$ cat src/design/segregated_extent_allocator_defines.svh
// Assertion macros shared by the segregated extent allocator modules
`ifndef SEGREGATED_EXTENT_ALLOCATOR_DEFINES_SVH
`define SEGREGATED_EXTENT_ALLOCATOR_DEFINES_SVH

// check cons in the same cycle as ante
`define SEAX_ASSERT_IMP(label, ante, cons, msg) \
    label: assert property (@(posedge i_clk) disable iff (!i_rst_n) (ante) |-> (cons)) \
        else $error(msg);

// check cons in the cycle after ante
`define SEAX_ASSERT_NXT(label, ante, cons, msg) \
    label: assert property (@(posedge i_clk) disable iff (!i_rst_n) (ante) |=> (cons)) \
        else $error(msg);

`endif

$ cat src/design/seax_pkg.sv
// Types, constants and helpers for the segregated extent allocator
package seax_pkg;

    localparam int MAX_EXTENTS = 256;
    localparam int NUM_CLASSES = 8;
    localparam int LBA_BITS    = 40;
    localparam int EXT_BITS    = $clog2(MAX_EXTENTS);
    localparam int LINK_BITS   = EXT_BITS + 1;
    localparam int CNT_BITS    = EXT_BITS + 1;
    localparam int CLS_BITS    = $clog2(NUM_CLASSES);
    localparam int BYTE_BITS   = 52;
    localparam int BLOCK_SHIFT = 12;
    localparam int NEED_BITS   = 7;

    localparam logic [LINK_BITS-1:0] NIL = LINK_BITS'(MAX_EXTENTS);

    localparam logic ACT_ALLOC = 1'b0;
    localparam logic ACT_FREE  = 1'b1;

    localparam logic CFG_POOL_START = 1'b0;
    localparam logic CFG_POOL_END   = 1'b1;

    localparam logic [1:0] ST_OK         = 2'd0;
    localparam logic [1:0] ST_NO_FREE    = 2'd1;
    localparam logic [1:0] ST_NO_SPARE   = 2'd2;
    localparam logic [1:0] ST_BAD_HANDLE = 2'd3;

    typedef struct packed {
        logic       action;
        logic [3:0] size_units;
        logic [7:0] free_handle;
    } t_in_item;

    typedef struct packed {
        logic [7:0]           handle;
        logic [LBA_BITS-1:0]  block_start;
        logic [6:0]           block_length;
        logic [1:0]           status;
        logic [BYTE_BITS-1:0] active_bytes;
        logic [BYTE_BITS-1:0] peak_bytes;
    } t_out_item;

    typedef enum logic [25:0] {
        OP_IDLE   = 26'b1,
        OP_INIT   = 26'b1 << 1,
        OP_A_RD   = 26'b1 << 2,
        OP_A_CHK  = 26'b1 << 3,
        OP_A_SPL1 = 26'b1 << 4,
        OP_A_SPL2 = 26'b1 << 5,
        OP_A_SPL3 = 26'b1 << 6,
        OP_A_SPL4 = 26'b1 << 7,
        OP_A_ACC  = 26'b1 << 8,
        OP_A_PEAK = 26'b1 << 9,
        OP_F_RD   = 26'b1 << 10,
        OP_F_LD   = 26'b1 << 11,
        OP_F_SUB  = 26'b1 << 12,
        OP_FP_RD  = 26'b1 << 13,
        OP_FP_LD  = 26'b1 << 14,
        OP_FP_W1  = 26'b1 << 15,
        OP_FP_W2  = 26'b1 << 16,
        OP_FP_W3  = 26'b1 << 17,
        OP_FQ_RD  = 26'b1 << 18,
        OP_FQ_LD  = 26'b1 << 19,
        OP_FQ_W1  = 26'b1 << 20,
        OP_FQ_W2  = 26'b1 << 21,
        OP_FQ_W3  = 26'b1 << 22,
        OP_PUSH   = 26'b1 << 23,
        OP_PUSH2  = 26'b1 << 24,
        OP_FIN    = 26'b1 << 25
    } t_op;

    typedef struct packed {
        t_op  op;
        logic in_acc;
        logic cfg_acc;
    } t_cmd;

    typedef struct packed {
        logic go_free;
        logic alloc_none;
        logic bad_handle;
        logic split_blocked;
        logic need_split;
        logic merge_p;
        logic merge_q;
        logic out_free;
    } t_stat;

    function automatic logic [CLS_BITS-1:0] class_of(input logic [LBA_BITS-1:0] len);
        logic [LBA_BITS-1:0] t;
        t = len - LBA_BITS'(1);
        if (len == '0) return '0;
        if ((t >> 3) > LBA_BITS'(NUM_CLASSES - 1)) return CLS_BITS'(NUM_CLASSES - 1);
        return t[CLS_BITS+2:3];
    endfunction

endpackage

$ cat src/design/seax_ctrl.sv
// Sequencer for allocate, free and pool setup
`include "segregated_extent_allocator_defines.svh"
module seax_ctrl import seax_pkg::*; (
    input  logic  i_clk,
    input  logic  i_rst_n,
    input  logic  i_cfg_valid,
    input  logic  i_in_valid,
    input  t_stat i_stat,
    output logic  o_cfg_ready,
    output logic  o_in_ready,
    output t_cmd  o_cmd
);

    t_op r_state;
    t_op n_state;

    assign o_cfg_ready   = (r_state == OP_IDLE);
    assign o_in_ready    = (r_state == OP_IDLE) && !i_cfg_valid;
    assign o_cmd.op      = r_state;
    assign o_cmd.cfg_acc = o_cfg_ready && i_cfg_valid;
    assign o_cmd.in_acc  = o_in_ready && i_in_valid;

    always_comb begin
        n_state = r_state;
        unique case (r_state)
            OP_IDLE: begin
                if (i_cfg_valid) begin
                    n_state = OP_INIT;
                end else if (i_in_valid) begin
                    if (i_stat.go_free) begin
                        n_state = i_stat.bad_handle ? OP_FIN : OP_F_RD;
                    end else begin
                        n_state = i_stat.alloc_none ? OP_FIN : OP_A_RD;
                    end
                end
            end
            OP_INIT:   n_state = OP_IDLE;
            OP_A_RD:   n_state = OP_A_CHK;
            OP_A_CHK: begin
                if (i_stat.split_blocked) n_state = OP_FIN;
                else if (i_stat.need_split) n_state = OP_A_SPL1;
                else n_state = OP_A_ACC;
            end
            OP_A_SPL1: n_state = OP_A_SPL2;
            OP_A_SPL2: n_state = OP_A_SPL3;
            OP_A_SPL3: n_state = OP_A_SPL4;
            OP_A_SPL4: n_state = OP_A_ACC;
            OP_A_ACC:  n_state = OP_A_PEAK;
            OP_A_PEAK: n_state = OP_FIN;
            OP_F_RD:   n_state = OP_F_LD;
            OP_F_LD:   n_state = OP_F_SUB;
            OP_F_SUB: begin
                if (i_stat.merge_p) n_state = OP_FP_RD;
                else if (i_stat.merge_q) n_state = OP_FQ_RD;
                else n_state = OP_PUSH;
            end
            OP_FP_RD:  n_state = OP_FP_LD;
            OP_FP_LD:  n_state = OP_FP_W1;
            OP_FP_W1:  n_state = OP_FP_W2;
            OP_FP_W2:  n_state = OP_FP_W3;
            OP_FP_W3:  n_state = i_stat.merge_q ? OP_FQ_RD : OP_PUSH;
            OP_FQ_RD:  n_state = OP_FQ_LD;
            OP_FQ_LD:  n_state = OP_FQ_W1;
            OP_FQ_W1:  n_state = OP_FQ_W2;
            OP_FQ_W2:  n_state = OP_FQ_W3;
            OP_FQ_W3:  n_state = OP_PUSH;
            OP_PUSH:   n_state = OP_PUSH2;
            OP_PUSH2:  n_state = OP_FIN;
            OP_FIN:    n_state = i_stat.out_free ? OP_IDLE : OP_FIN;
            default:   n_state = OP_IDLE;
        endcase
    end

    always_ff @(posedge i_clk) begin
        if (!i_rst_n) begin
            r_state <= OP_IDLE;
        end else begin
            r_state <= n_state;
        end
    end

    `SEAX_ASSERT_NXT(a_cfg_to_init, o_cmd.cfg_acc, r_state == OP_INIT, "config item not followed by init")
    `SEAX_ASSERT_IMP(a_one_accept, 1'b1, !(o_cmd.cfg_acc && o_cmd.in_acc), "two items accepted at once")
    `SEAX_ASSERT_NXT(a_fin_exit, (r_state == OP_FIN) && i_stat.out_free, r_state == OP_IDLE, "stuck in finish")

endmodule

$ cat config.mk
export PLATFORM = sky130hd
export DESIGN_NAME = seax_ctrl
export DESIGN_NICKNAME = d
export VERILOG_FILES = /design/src/design/seax_pkg.sv /design/src/design/seax_ctrl.sv
export VERILOG_INCLUDE_DIRS = /design/src /design/src/design
export SDC_FILE = /design/constraint.sdc
export NUM_CORES = 1
export LEC_CHECK = 0
export ABC_AREA = 1
export BUFFER_PORTS_ARGS = -buffer_cell sky130_fd_sc_hd__clkbuf_2
export CORE_UTILIZATION = 40
export CTS_BUF_LIST = sky130_fd_sc_hd__clkbuf_4
export CTS_CLUSTER_DIAMETER = 60
export DETAILED_ROUTE_END_ITERATION = 6
export PLACE_DENSITY = 0.63
export SLEW_MARGIN = 20
export SYNTH_ARGS = -nofsm -noshare
export SYNTH_HDL_FRONTEND = slang
export SYNTH_SLANG_ARGS = --single-unit
$ cat constraint.sdc
create_clock -name i_clk -period 2.98 [get_ports i_clk]
set_clock_uncertainty 0.15 [all_clocks]
set_input_delay 0.894 -clock i_clk [delete_from_list [all_inputs] [get_ports i_clk]]
set_output_delay 0.894 -clock i_clk [all_outputs]
set_load 0.01 [all_outputs]
After elaboration in Yosys (flattened, before gate mapping). Index checks and enable logic that the tools add are counted.

Flip-flop bits (word level): 26. Bits in latches: 0. Bits in writable memories: 0. ROM bits: 0. Bits of input ports: 12. Output and inout bits: 30. Word-level logic and storage cells: 43. Memories: 0.

Add/subtract/negate cells: 0. Multiply operators: 0. Divide/modulo/power cells: 0. Magnitude comparators: 0. Eq/ne operators: 26. Shifts and indexed selects: 0. Muxes and demuxes: 11. Bitwise gates (word level): 0. Reduce and logical (&&, ||, !) cells: 5.

Operator list (count): $pmux 26 s24 (1); $mux 26 (7); $mux 24 (2); $eq 26x1->1 const B (1); $eq 26x10->1 const B (1); $eq 26x11->1 const B (1); $eq 26x12->1 const B (1); $eq 26x13->1 const B (1); $eq 26x14->1 const B (1); $eq 26x15->1 const B (1); $eq 26x16->1 const B (1); $eq 26x17->1 const B (1); $eq 26x18->1 const B (1); $eq 26x19->1 const B (1); $eq 26x20->1 const B (1); $eq 26x21->1 const B (1); $eq 26x22->1 const B (1); $eq 26x23->1 const B (1); $eq 26x24->1 const B (1); $eq 26x25->1 const B (1); $eq 26x26->1 const B (1); $eq 26x3->1 const B (1); $eq 26x4->1 const B (1); $eq 26x5->1 const B (1); other kinds (9) (11).

Longest topological paths before layout. Gate-level depths: netlist of the first run.

Depth after elaboration: 5. Depth in mapped cells: 13.

Least setup slack after synthesis of the first run. Ideal clock, no wire load.

Path type: register -> output. Start point: register r_state[18]. End point: output o_cmd[1] (netlist bit). Arrival time: 1.379 ns. Path slack: 0.557 ns. Stages on the path, launching flop included: 10. Path buffers: 0. Cells stage by stage: dfxtp_1 -> nor2_2 -> nand2_4 -> nor2_8 -> nand2_4 -> nor2_8 -> inv_4 -> nor2_8 -> nand2_1 -> inv_1.

RTL lines: start: declaration (line seax_ctrl.sv:14) `t_op r_state;`; start signal: assignment (line seax_ctrl.sv:78) `r_state <= n_state;`; end: declaration (line seax_ctrl.sv:11) `output t_cmd o_cmd`.

==> qor_table.md, run 1 <==
| Stage | Result | Reported |
|---|---|---|
| status | Status | finished clean |
| detailed routing | WL final | 4160 um |
| clock tree | TritonCTS clock tree | yes |
| timing | Unrepaired setup endpoints after global routing | false |
| detailed routing | DRT antenna net count | 0 |
| logic synthesis | Synthesized area divided by synthesized cell count | 6.07 sq um |
| final layout | Layout Utilization | 49.7% |
| clock tree | Clk Latency, worst-skew pair | 0.32 ns |
| setup path | Critical R2R Launch | r_state[25] |
| detailed routing | Number of violations reported at the end of detailed-routing iteration 0 | 114 |
| final layout | Area occupied by multi-input gates | 0.00100 sq mm |
| floorplanning | Initial cell density of the core | 42.7% |
| detailed routing | Average wire per cell in the routed design | 11.0 um |
| timing | Count of endpoints failing hold in the final timing report | 0 |
| power | Worst IR Drop VDD | 198 uV |
| hold path | End of the worst hold path | r_state[24] |
| placed design | Detailed placer's ending HPWL | 3260 um |
| floorplanning | Area inside the core boundary | 0.00409 sq mm |
| detailed routing | Number of detailed-route iterations in the first pass | 4 |
| clock tree | Maximum count of clock buffers along a single path | 2 |
| placed design | Placer Congestion | 0.806 |
| setup path | Endpoint of the worst-slack reg-to-reg timing path | r_state[23] |
| timing | Endpoints failing setup | 0 |
| setup path | Critical path startpoint category | flip-flop |
| placed design | Dpl cells | 376 |
| final layout | Number of non-filler instances in the completed layout | 379 |
| hold path | Hold WC Path Type | flip-flop to flip-flop |
| clock tree | Number of sinks driven by the clock tree | 26 |
| clock tree | Clock transition time at the flip-flop clock pins of the worst setup and hold paths | 0.14 ns |
| clock tree | Root Driver | sky130_fd_sc_hd__clkbuf_4 |
| timing | Slew at the pin closest to its max-slew limit | 0.694 ns |
| timing | Peak clock frequency supported by timing | 353 MHz |
| setup path | WP buf/inv | 3 |
| final layout | Number of diodes added for antenna fixing | 0 |
| logic synthesis | Cell count after synthesis | 287 |
| flow run | Number of maximum-capacitance violations | 0 |
| floorplanning | Standard-cell row count | 23 |
| logic synthesis | Synthesis-stage register bit count | 26 |
| final layout | Register name with the most flops | r_state |
| grt | Antenna violations before repair | 0 |
| clock tree | Total number of H-tree levels | 1 |
| detailed routing | Vias post-DR | 1785 |
| timing | Post-layout minimum cycle time | 2.83 ns |
| final layout | Nets | 343 |
| grt | Global-route usage over all layers | 19.7% |
| logic synthesis | Count of synthesis-stage warnings from yosys | 0 |
| clock tree | Number of CTS-inserted buffers | 3 |
| hold path | Startpoint of the most critical hold path | r_state[23] |
| grt | Global-route wire length before repair | 6900 um |
| setup path | Delay contributed by the slowest stage of the critical path | 0.36 ns |
| power | Power per cell area | 392 mW/mm^2 |
| setup path | Reg2Reg Depth | 9 |
| setup path | Type of the setup path with the least slack | flip-flop to output port |
| setup path | Kind of cell adding the most delay to the critical path | simple AND/OR/NAND/NOR gates |
| logic synthesis | Distinct cell type count of the synthesized netlist | 26 |
| floorplanning | Count of boundary I/O pins | 42 |
| setup path | Worst endpoint required time | 1.94 ns |
| placed design | Count of input and output buffers | 41 |
| floorplanning | Die X | 68.0 um |
| logic synthesis | Sequential element share of the synthesized area | 29.9% |
| setup path | Crit Path Max Fanout | 5 |
| floorplanning | Floorplan die height | 68.0 um |
| final layout | Fill cell total of the finished layout | 474 |
| grt | GR Overflow Total | 0 |
| setup path | Arrival time reported for the critical path endpoint | 1.79 ns |
| setup path | Cell mode on critical path | sky130_fd_sc_hd__nor2_8 |
| logic synthesis | Post-Syn Nets | 299 |
| setup path | Sequence of cells on the critical path | nor2_2, nand2_2, nor2_8, nand2_4, nor2_8, inv_4, nor2_8, nand2_1, inv_1, clkbuf_2 |
| final layout | Share of layout cells above drive strength 1 | 22.2% |
| floorplanning | Die area | 0.00463 sq mm |
| setup path | Reg-to-reg setup timing slack | 0.86 ns |
| power | Total Power Consumption | 797 uW |
| grt | Number of global-route vias before repair | 1533 |
| setup path | Crit path max-delay cell type | sky130_fd_sc_hd__dfxtp_1 |
| logic synthesis | Netlist Area Pre-Place | 0.00174 sq mm |
| timing | Part of the cycle the worst path needs | 95.1% |
| timing | Final Max Slew Viols | 0 |
| detailed routing | Per-cell via count in the routed design | 4.71 |
| setup path | Crit end category | output port |
| power | Leakage | 1.15 nW |
| timing | Tightest slew margin relative to the limit | 53.6% |
| final layout | Max FFs per register | 26 |
| final layout | Biggest regs | r_state x26 |
| hold path | Number of cells on the worst hold path | 2 |
| grt | Pin count of the biggest net entering global routing | 20 |
| final layout | Combined flip-flop and latch cell area | 522 sq um |
| timing | Setup TNS Final | 0 ns |
| detailed routing | Remaining routing DRC violations | 0 |
| final layout | Area grow syn2layout | 16.6% |
layout make-up:
type                            count  share of cell area, %
Clock buffer                        3                   1.11
Inverter                           53                   9.91
Multi-Input combinational cell    204                   49.4
Sequential cell                    26                   25.7
Tap cell                           50                   3.08
Timing Repair Buffer               43                   10.8
stage by stage:
step | hold WS, ns | setup WS (ns) | area [sq um]
3_3_place_gp | 0.440 | 0.506 | 1990
4_1_cts | 0.459 | 0.0644 | 2020
3_5_place_dp | 0.432 | 0.454 | 1990
5_1_grt | 0.501 | 0.000993 | 2030
6_report | 0.454 | 0.147 | 2030
2_1_floorplan | 0.398 | 0.557 | 1740
worst max-delay path by stage:
stage                     start        to  cells after the start
finish              r_state[21]  o_cmd[1]                     10
global route        r_state[16]  o_cmd[1]                     10
CTS                 r_state[16]  o_cmd[1]                     10
detailed placement  r_state[16]  o_cmd[1]                     10
global placement    r_state[18]  o_cmd[1]                     10
floorplan           r_state[18]  o_cmd[1]                      9
logic make-up (layout without fill, tap and decap cells):
| group | Yosys count | in the layout | share of synthesized area, % |
|---|---|---|---|
| flops | 26 | 26 | 29.9 |
| compound gates | 4 | 4 | 1.51 |
| buf+inv | 57 | 99 | 13.4 |
| simple gates | 200 | 200 | 55.2 |
placed cells by master (no fill, tap or decap):
cell type / netlist / final
sky130_fd_sc_hd__buf_4: 0 / 2
sky130_fd_sc_hd__nand3_2: 2 / 2
sky130_fd_sc_hd__a21oi_1: 1 / 1
sky130_fd_sc_hd__dfxtp_2: 0 / 1
sky130_fd_sc_hd__inv_4: 1 / 1
sky130_fd_sc_hd__or2_2: 2 / 2
sky130_fd_sc_hd__o21ai_0: 1 / 1
sky130_fd_sc_hd__inv_2: 1 / 1
sky130_fd_sc_hd__nor2_4: 2 / 4
sky130_fd_sc_hd__nor3_1: 7 / 7
sky130_fd_sc_hd__clkbuf_2: 0 / 41
sky130_fd_sc_hd__nand4_1: 16 / 16
sky130_fd_sc_hd__clkinv_1: 1 / 1
sky130_fd_sc_hd__clkbuf_4: 0 / 3
sky130_fd_sc_hd__inv_1: 50 / 50
sky130_fd_sc_hd__nand2_4: 3 / 3
sky130_fd_sc_hd__nand2_2: 3 / 3
sky130_fd_sc_hd__dfxtp_1: 26 / 25
sky130_fd_sc_hd__nor2_8: 3 / 3
sky130_fd_sc_hd__nor3b_1: 1 / 1
sky130_fd_sc_hd__nor4b_1: 1 / 1
sky130_fd_sc_hd__o211ai_1: 1 / 1
sky130_fd_sc_hd__nand3_1: 14 / 14
sky130_fd_sc_hd__o21ai_2: 1 / 1
sky130_fd_sc_hd__nor3_4: 1 / 1
sky130_fd_sc_hd__nand2_1: 76 / 76
sky130_fd_sc_hd__nor2_2: 5 / 5
sky130_fd_sc_hd__nor2_1: 64 / 62
Yosys cell counts:
library cell | n | share of area [%]
sky130_fd_sc_hd__nand2_4 | 3 | 1.9
sky130_fd_sc_hd__nor2_4 | 2 | 1.3
sky130_fd_sc_hd__a21oi_1 | 1 | 0.29
sky130_fd_sc_hd__nand3_2 | 2 | 1.1
sky130_fd_sc_hd__or2_2 | 2 | 0.72
sky130_fd_sc_hd__nand4_1 | 16 | 5.7
sky130_fd_sc_hd__nand2_1 | 76 | 16
sky130_fd_sc_hd__inv_2 | 1 | 0.22
sky130_fd_sc_hd__dfxtp_1 | 26 | 30
sky130_fd_sc_hd__nand3_1 | 14 | 4.0
sky130_fd_sc_hd__nor2_8 | 3 | 3.4
sky130_fd_sc_hd__o21ai_2 | 1 | 0.50
sky130_fd_sc_hd__nor3_4 | 1 | 0.93
sky130_fd_sc_hd__clkinv_1 | 1 | 0.22
sky130_fd_sc_hd__nor4b_1 | 1 | 0.50
sky130_fd_sc_hd__nand2_2 | 3 | 1.1
sky130_fd_sc_hd__nor2_2 | 5 | 1.8
sky130_fd_sc_hd__buf_6 | 2 | 1.3
sky130_fd_sc_hd__nor3_1 | 7 | 2.0
sky130_fd_sc_hd__o211ai_1 | 1 | 0.43
sky130_fd_sc_hd__nor3b_1 | 1 | 0.43
sky130_fd_sc_hd__nor2_1 | 64 | 14
sky130_fd_sc_hd__buf_2 | 2 | 0.57
sky130_fd_sc_hd__inv_4 | 1 | 0.36
sky130_fd_sc_hd__inv_1 | 50 | 11
sky130_fd_sc_hd__o21ai_0 | 1 | 0.29
routing by layer:
layer | up-vias | part of all wire [%] | track usage (%)
li1 | 960 | - | -
met1 | 772 | 50 | 28.2
met2 | 51 | 44 | 31.4
met3 | 2 | 5.6 | 2.00
met4 | 0 | 0.55 | 4.69
met5 | - | 0 | 0
worst min-delay path, stage by stage (launching register included):
cell and delay (ns):
sky130_fd_sc_hd__dfxtp_1 0.37, sky130_fd_sc_hd__nand4_1 0.16, sky130_fd_sc_hd__nor2_1 0.05
where the power goes:
group | leakage, nW | internal (mW) | switching (mW)
Sequential | 0.211 | 0.358 | 0.0106
Clock | 0.0138 | 0.0473 | 0.110
Combinational | 0.927 | 0.0861 | 0.184
Total | 1.15 | 0.492 | 0.305
timing repair:
action                     in CTS  in global routing
setup buffers                   0                  0
setup endpoints to repair       0                  1
hold buffers                    0                  0
resized for setup               0                  5
(Power assumes the default switching activity.)
==> run 2, diff against run 1 <==
CTS_BUF_LIST = sky130_fd_sc_hd__clkbuf_16   (was sky130_fd_sc_hd__clkbuf_4)
==> run 2 against run 1 <==
Effect of this change: critical path depth unchanged; clock power increased by 89%; register-to-register slack about the same; sequential power about the same; die area unchanged; sequential share of layout area decreased by 0.51 points; global-route usage about the same; maximum frequency increased by 1.5%; utilization increased by 0.89 points; critical endpoint unchanged.
==> qor_table.md, run 2 (synthesis results as in run 1) <==
| Stage | Result | Reported | Delta |
|---|---|---|---|
| setup path | Crit Path Max Fanout | 5 | unchanged |
| final layout | Register name with the most flops | r_state |  |
| setup path | Endpoint of the worst-slack reg-to-reg timing path | r_state[23] |  |
| setup path | Delay contributed by the slowest stage of the critical path | 0.33 ns | -0.03 ns |
| detailed routing | Average wire per cell in the routed design | 11.0 um | +0.14% |
| final layout | Finished layout cell area | 0.00207 sq mm | +1.8% |
| final layout | Max FFs per register | 26 | unchanged |
| hold path | Startpoint of the most critical hold path | r_state[23] |  |
| timing | Unrepaired setup endpoints after global routing | false |  |
| grt | Global-route wire length before repair | 6890 um | -0.20% |
| floorplanning | Count of boundary I/O pins | 42 | unchanged |
| power | Power per cell area | 452 mW/mm^2 | +15% |
| final layout | Most common cell after layout, fill and taps aside | sky130_fd_sc_hd__nand2_1 |  |
| grt | Met2 routing resource usage after global routing | 31.3% | -0.12 points |
| timing | Endpoints failing setup | 0 | unchanged |
| setup path | Worst endpoint required time | 1.94 ns | about the same |
| status | Status | finished clean |  |
| floorplanning | Standard-cell row count | 23 | unchanged |
| hold path | Number of cells on the worst hold path | 2 | unchanged |
| clock tree | Number of CTS-inserted buffers | 3 | unchanged |
| detailed routing | DRT antenna net count | 0 | unchanged |
| floorplanning | Area inside the core boundary | 0.00409 sq mm | unchanged |
| timing | Setup TNS Final | 0 ns | unchanged |
| final layout | Fill cell total of the finished layout | 458 | -3.4% |
| timing | Tightest slew margin relative to the limit | 53.6% | about the same |
| grt | Pin count of the biggest net entering global routing | 20 | unchanged |
| floorplanning | Die area | 0.00463 sq mm | unchanged |
| clock tree | TritonCTS clock tree | yes |  |
| detailed routing | WL final | 4170 um | +0.14% |
| setup path | Sequence of cells on the critical path | nor2_2, nand2_4, nor2_8, nand2_4, nor2_8, inv_4, nor2_8, nand2_1, inv_1, clkbuf_2 |  |
| grt | Antenna violations before repair | 0 | unchanged |
| setup path | Arrival time reported for the critical path endpoint | 1.75 ns | -0.04 ns |
| clock tree | Root Driver | sky130_fd_sc_hd__clkbuf_16 |  |
| setup path | Reg-to-reg setup timing slack | 0.86 ns | about the same |
| detailed routing | Vias post-DR | 1761 | -1.3% |
| timing | Final Max Slew Viols | 0 | unchanged |
| final layout | Nets | 343 | unchanged |
| setup path | Critical R2R Launch | r_state[16] |  |
| setup path | Crit end category | output port |  |
| timing | Peak clock frequency supported by timing | 358 MHz | +1.5% |
| placed design | Placed cell area | 0.00199 sq mm | unchanged |
| placed design | Count of input and output buffers | 41 | unchanged |
| final layout | Area grow syn2layout | 18.7% |  |
| power | Worst IR Drop VDD | 197 uV | -0.14% |
| clock tree | # hold bufs at CTS | 0 | unchanged |
| clock tree | Clk Latency, worst-skew pair | 0.26 ns | -0.06 ns |
| grt | GR peak layer | met2 |  |
| floorplanning | Floorplan die height | 68.0 um | unchanged |
| timing | Slew at the pin closest to its max-slew limit | 0.694 ns | +0.000130 ns |
| detailed routing | Remaining routing DRC violations | 0 | unchanged |
| flow run | Number of maximum-capacitance violations | 0 | unchanged |
| setup path | Kind of cell adding the most delay to the critical path | simple AND/OR/NAND/NOR gates |  |
| final layout | Number of diodes added for antenna fixing | 0 | unchanged |
| timing | Count of endpoints failing hold in the final timing report | 0 | unchanged |
| grt | Global-route track usage on met3 | 2.50% | +0.50 points |
| placed design | Detailed placer's ending HPWL | 3260 um | unchanged |
| detailed routing | Per-cell via count in the routed design | 4.65 | -1.3% |
| final layout | Layout Utilization | 50.6% | +0.89 points |
| setup path | Reg2Reg Depth | 9 | unchanged |
| clock tree | Total number of H-tree levels | 1 | unchanged |
| setup path | WP buf/inv | 3 | unchanged |
| power | Leakage | 1.17 nW | +1.5% |
| clock tree | Maximum count of clock buffers along a single path | 2 | unchanged |
| setup path | Crit path max-delay cell type | sky130_fd_sc_hd__dfxtp_1 |  |
| timing | Final worst hold slack | 0.456 ns | +0.00200 ns |
| final layout | Most used cells in the layout excluding fill and tap cells | 76 x sky130_fd_sc_hd__nand2_1, 64 x sky130_fd_sc_hd__nor2_1, 50 x sky130_fd_sc_hd__inv_1 |  |
| placed design | Placer Congestion | 0.806 | unchanged |
| final layout | Share of layout cells above drive strength 1 | 21.3% | -0.91 points |
| setup path | Cell mode on critical path | sky130_fd_sc_hd__nor2_8 |  |
| detailed routing | Number of violations reported at the end of detailed-routing iteration 0 | 137 | +20% |
| hold path | Hold WC Path Type | flip-flop to flip-flop |  |
| clock tree | Clock transition time at the flip-flop clock pins of the worst setup and hold paths | 0.06 ns | -0.08 ns |
| hold path | End of the worst hold path | r_state[24] |  |
| setup path | Critical path startpoint category | flip-flop |  |
| grt | Global-route usage over all layers | 19.7% | -0.035 points |
| floorplanning | Die X | 68.0 um | unchanged |
| timing | Part of the cycle the worst path needs | 93.6% | -1.4 points |
| grt | Met1 track demand over resource in global routing | 27.9% | -0.30 points |
| grt | GR Overflow Total | 0 | unchanged |
| timing | Post-layout minimum cycle time | 2.79 ns | -0.0428 ns |
| final layout | Biggest regs | r_state x26 |  |
| clock tree | Post-CTS setup-driven buffer insertion count | 0 | unchanged |
| floorplanning | Initial cell density of the core | 42.7% | unchanged |
| clock tree | Number of gates resized after CTS | 0 | unchanged |
| setup path | Type of the setup path with the least slack | flip-flop to output port |  |
| clock tree | Number of sinks driven by the clock tree | 26 | unchanged |
| detailed routing | Number of detailed-route iterations in the first pass | 4 | unchanged |
| grt | Number of global-route vias before repair | 1537 | +0.26% |
run 2: cell types whose count changed in the layout (fill, tap and decap cells not counted):
cell	previous run	this run
sky130_fd_sc_hd__clkbuf_16	0	3
sky130_fd_sc_hd__clkbuf_4	3	0
sky130_fd_sc_hd__nor2_1	62	64
sky130_fd_sc_hd__nor2_4	4	2
sky130_fd_sc_hd__dfxtp_1	25	26
sky130_fd_sc_hd__dfxtp_2	1	0
run 2: metrics by stage:
step | total power [mW] | cells | setup slack, ns
final | 0.934 | 379 | 0.190
after global routing | 0.982 | 379 | 0.0372
after CTS | 0.940 | 379 | 0.168
after detailed placement | 0.644 | 376 | 0.454
after global placement | 0.644 | 376 | 0.506
after floorplan | 0.577 | 287 | 0.557
run 2: routing by layer:
| layer | wire [um] | vias to the layer above |
|---|---|---|
| met2 | 1820 | 40 |
| met4 | 40 | 0 |
| met3 | 158 | 4 |
| met1 | 2150 | 752 |
| met5 | 0 | - |
| li1 | - | 965 |
run 2: final cells by class:
| cell class | instances | area [sq um] | area share, % |
|---|---|---|---|
| clock buffer | 3 | 75.1 | 3.63 |
| multi-input combinational | 204 | 988 | 47.8 |
| inverter | 53 | 201 | 9.74 |
| timing repair buffer | 43 | 220 | 10.6 |
| tap | 50 | 62.6 | 3.02 |
| sequential | 26 | 520 | 25.2 |
run 2: worst max-delay path by stage:
| stage | from | slack (ns) | cells after the start | endpoint |
|---|---|---|---|---|
| after global routing | r_state[6] | 0.04 | 10 | o_cmd[1] |
| final | r_state[16] | 0.19 | 10 | o_cmd[1] |
| after floorplan | r_state[18] | 0.56 | 9 | o_cmd[1] |
| after global placement | r_state[18] | 0.51 | 10 | o_cmd[1] |
| after detailed placement | r_state[16] | 0.45 | 10 | o_cmd[1] |
| after CTS | r_state[16] | 0.17 | 10 | o_cmd[1] |
run 2: worst register-to-register path: cells and delay by family (launching register included):
| family | cells | cell delay, ns |
|---|---|---|
| AO/OA/AOI/OAI | 2 | 0.28 |
| buffers and inverters | 1 | 0.05 |
| flip-flops | 1 | 0.33 |
| AND/OR/NAND/NOR | 6 | 1.27 |
run 2: where the power goes:
group	leakage, nW	switching (mW)	internal, mW
logic	0.921	0.183	0.0850
clock network	0.0370	0.119	0.178
registers	0.210	0.0105	0.358
==> run 3, diff against run 2 <==
GPL_TIMING_DRIVEN = 0   (was unset)
clock period = 3.6 ns   (was 2.98 ns; I/O delays follow)
==> run 3 against run 2 <==
Effect of this change: total power down 17%; die area stayed put; setup slack better by 0.34 ns; global-route usage fell by 0.17 points; first-iteration DRC count down 55%; count of clock-buffer cells in the layout stayed put; design area rose by 0.61%; non-clock buffer count up 1; sequential cell count unchanged; sequential share of layout area is 0.15 points lower; register-to-register slack improved by 0.71 ns; critical endpoint unchanged.
==> qor_table.md, run 3 (synthesis results as in run 1) <==
| Stage | Result | Reported | Delta |
|---|---|---|---|
| final layout | Area grow syn2layout | 19.4% |  |
| final layout | Share of layout cells above drive strength 1 | 21.5% | +0.24 points |
| floorplanning | Die area | 0.00463 sq mm | unchanged |
| detailed routing | Remaining routing DRC violations | 0 | unchanged |
| flow run | Number of maximum-capacitance violations | 0 | unchanged |
| final layout | Fill cell total of the finished layout | 451 | -1.5% |
| placed design | Dpl cells | 377 | +0.27% |
| final layout | Number of diodes added for antenna fixing | 0 | unchanged |
| timing | Count of endpoints failing hold in the final timing report | 0 | unchanged |
| final layout | Number of non-filler instances in the completed layout | 380 | +0.26% |
| final layout | Register name with the most flops | r_state |  |
| setup path | Critical path startpoint category | flip-flop |  |
| setup path | Arrival time reported for the critical path endpoint | 1.84 ns | +0.09 ns |
| placed design | Detailed placer's ending HPWL | 3320 um | +1.9% |
| grt | Number of global-route vias before repair | 1564 | +1.8% |
| timing | Peak clock frequency supported by timing | 326 MHz |  |
| grt | Global-route wire length before repair | 6750 um | -2.0% |
| timing | Slew at the pin closest to its max-slew limit | 0.448 ns | -0.246 ns |
| setup path | Crit Path Max Fanout | 7 | +2 |
| final layout | Most common cell after layout, fill and taps aside | sky130_fd_sc_hd__nand2_1 |  |
| detailed routing | Average wire per cell in the routed design | 11.1 um | +1.0% |
| placed design | Placer Congestion | 0.826 | +2.5% |
| clock tree | # hold bufs at CTS | 0 | unchanged |
| clock tree | Clk Latency, worst-skew pair | 0.26 ns | about the same |
| final layout | Area occupied by multi-input gates | 988 sq um | unchanged |
| timing | Final Max Slew Viols | 0 | unchanged |
| detailed routing | Vias post-DR | 1773 | +0.68% |
| final layout | Max FFs per register | 26 | unchanged |
| final layout | Nets | 344 | +0.29% |
| hold path | Number of cells on the worst hold path | 2 | unchanged |
| timing | Unrepaired setup endpoints after global routing | false |  |
| clock tree | Total number of H-tree levels | 1 | unchanged |
| clock tree | Root Driver | sky130_fd_sc_hd__clkbuf_16 |  |
| floorplanning | Count of boundary I/O pins | 42 | unchanged |
| grt | Antenna violations before repair | 0 | unchanged |
| placed design | Placed cell area | 0.00201 sq mm | +0.63% |
| clock tree | Post-CTS setup-driven buffer insertion count | 0 | unchanged |
| floorplanning | Standard-cell row count | 23 | unchanged |
| floorplanning | Die X | 68.0 um | unchanged |
| clock tree | Number of gates resized after CTS | 0 | unchanged |
| power | Switching pwr | 259 uW | -17% |
| setup path | Reg-to-reg setup timing slack | 1.57 ns | +0.71 ns |
| timing | Least setup slack across all paths after layout | 0.528 ns | +0.338 ns |
| placed design | Count of input and output buffers | 40 | -2.4% |
| detailed routing | Number of detailed-route iterations in the first pass | 4 | unchanged |
| clock tree | TritonCTS clock tree | yes |  |
| power | Part of the total power dissipated in sequential elements | 39.2% | -0.3 points |
| clock tree | Number of sinks driven by the clock tree | 26 | unchanged |
| timing | Tightest slew margin relative to the limit | 70.1% | +16 points |
| grt | GR Overflow Total | 0 | unchanged |
| power | Switching Share | 33.4% | -0.13 points |
| floorplanning | Floorplan die height | 68.0 um | unchanged |
| placed design | Worst slack at placement | 0.743 ns | +0.288 ns |
| clock tree | Maximum count of clock buffers along a single path | 2 | unchanged |
| clock tree | Number of CTS-inserted buffers | 3 | unchanged |
| timing | Part of the cycle the worst path needs | 85.3% |  |
| power | Relative contribution of the clock network to total power | 31.6% | -0.2 points |
| timing | Final worst hold slack | 0.455 ns | -0.00108 ns |
| power | Leakage | 1.17 nW | +0.56% |
| floorplanning | Initial cell density of the core | 42.7% | unchanged |
| final layout | Biggest regs | r_state x26 |  |
| power | Power per cell area | 373 mW/mm^2 | -17% |
| grt | Global-route usage over all layers | 19.5% | -0.17 points |
| grt | Pin count of the biggest net entering global routing | 14 | -30% |
| setup path | Type of the setup path with the least slack | flip-flop to output port |  |
| final layout | Finished layout cell area | 0.00208 sq mm | +0.61% |
| timing | Post-layout minimum cycle time | 3.07 ns |  |
| final layout | Most used cells in the layout excluding fill and tap cells | 76 x sky130_fd_sc_hd__nand2_1, 64 x sky130_fd_sc_hd__nor2_1, 50 x sky130_fd_sc_hd__inv_1 |  |
| detailed routing | Number of violations reported at the end of detailed-routing iteration 0 | 62 | -55% |
| power | Worst IR Drop VDD | 196 uV | -0.50% |
| timing | Setup TNS Final | 0 ns | unchanged |
| detailed routing | DRT antenna net count | 0 | unchanged |
| detailed routing | WL final | 4220 um | +1.3% |
| clock tree | Clock transition time at the flip-flop clock pins of the worst setup and hold paths | 0.06 ns | about the same |
| detailed routing | Per-cell via count in the routed design | 4.67 | +0.42% |
| setup path | Worst endpoint required time | 2.37 ns | +0.43 ns |
| floorplanning | Area inside the core boundary | 0.00409 sq mm | unchanged |
| timing | Endpoints failing setup | 0 | unchanged |
| setup path | Reg2Reg Depth | 10 | +1 |
| power | Internal power | 518 uW | -17% |
| hold path | Hold WC Path Type | flip-flop to flip-flop |  |
| status | Status | finished clean |  |
| setup path | Crit end category | output port |  |
| power | Comb power frac | 29.2% | +0.5 points |
| final layout | Combined flip-flop and latch cell area | 520 sq um | unchanged |
==> run 3: changes by cell type in the layout (fill, tap and decap cells not counted), sizes merged <==
| cell | delta |
|---|---|
| clkbuf | -1 |
| buf | +2 |
==> run 3: final timing paths <==
kind | end | start
max | o_cmd[1] | r_state[12]
min | r_state[24] | r_state[23]
max reg2reg | r_state[0] | r_state[12]
min reg2reg | r_state[24] | r_state[23]
==> run 3: power by group through the flow <==
| stage | clock network, mW | registers (mW) | logic (mW) |
|---|---|---|---|
| after floorplan | 0 | 0.315 | 0.163 |
| after global placement | 0 | 0.311 | 0.226 |
| after detailed placement | 0 | 0.311 | 0.227 |
| after CTS | 0.251 | 0.304 | 0.228 |
| after global routing | 0.265 | 0.306 | 0.253 |
| final | 0.245 | 0.305 | 0.227 |
==> run 3: cell type report <==
cell class                 count  area share [%]
tap                           50            3.01
timing repair buffer          40            9.62
clock buffer                   3            3.61
multi-input combinational    204            47.5
buffer                         4            1.56
sequential                    26            25.0
inverter                      53            9.68
==> run 3: critical path, cell delays in order, from the launching register on <==
cell,delay (ns)
sky130_fd_sc_hd__dfxtp_1,0.33
sky130_fd_sc_hd__nor2_1,0.12
sky130_fd_sc_hd__nand2_1,0.10
sky130_fd_sc_hd__nor2_2,0.32
sky130_fd_sc_hd__nand2_2,0.15
sky130_fd_sc_hd__nor2_8,0.13
sky130_fd_sc_hd__inv_4,0.06
sky130_fd_sc_hd__nor2_8,0.10
sky130_fd_sc_hd__nand2_1,0.10
sky130_fd_sc_hd__inv_1,0.06
sky130_fd_sc_hd__clkbuf_2,0.12
==> run 3: metal layers <==
| metal | share of wire (%) | global-route usage [%] |
|---|---|---|
| met1 | 51 | 26.1 |
| met2 | 45 | 32.1 |
| met3 | 3.2 | 2.00 |
| met4 | 1.3 | 7.03 |
| met5 | 0 | 0 |
==> run 3: through the flow <==
stage,total power [mW],utilization (%)
3_5_place_dp,0.538,49.1
4_1_cts,0.784,50.9
3_3_place_gp,0.537,49.1
5_1_grt,0.823,50.9
6_report,0.777,50.9
2_1_floorplan,0.478,-
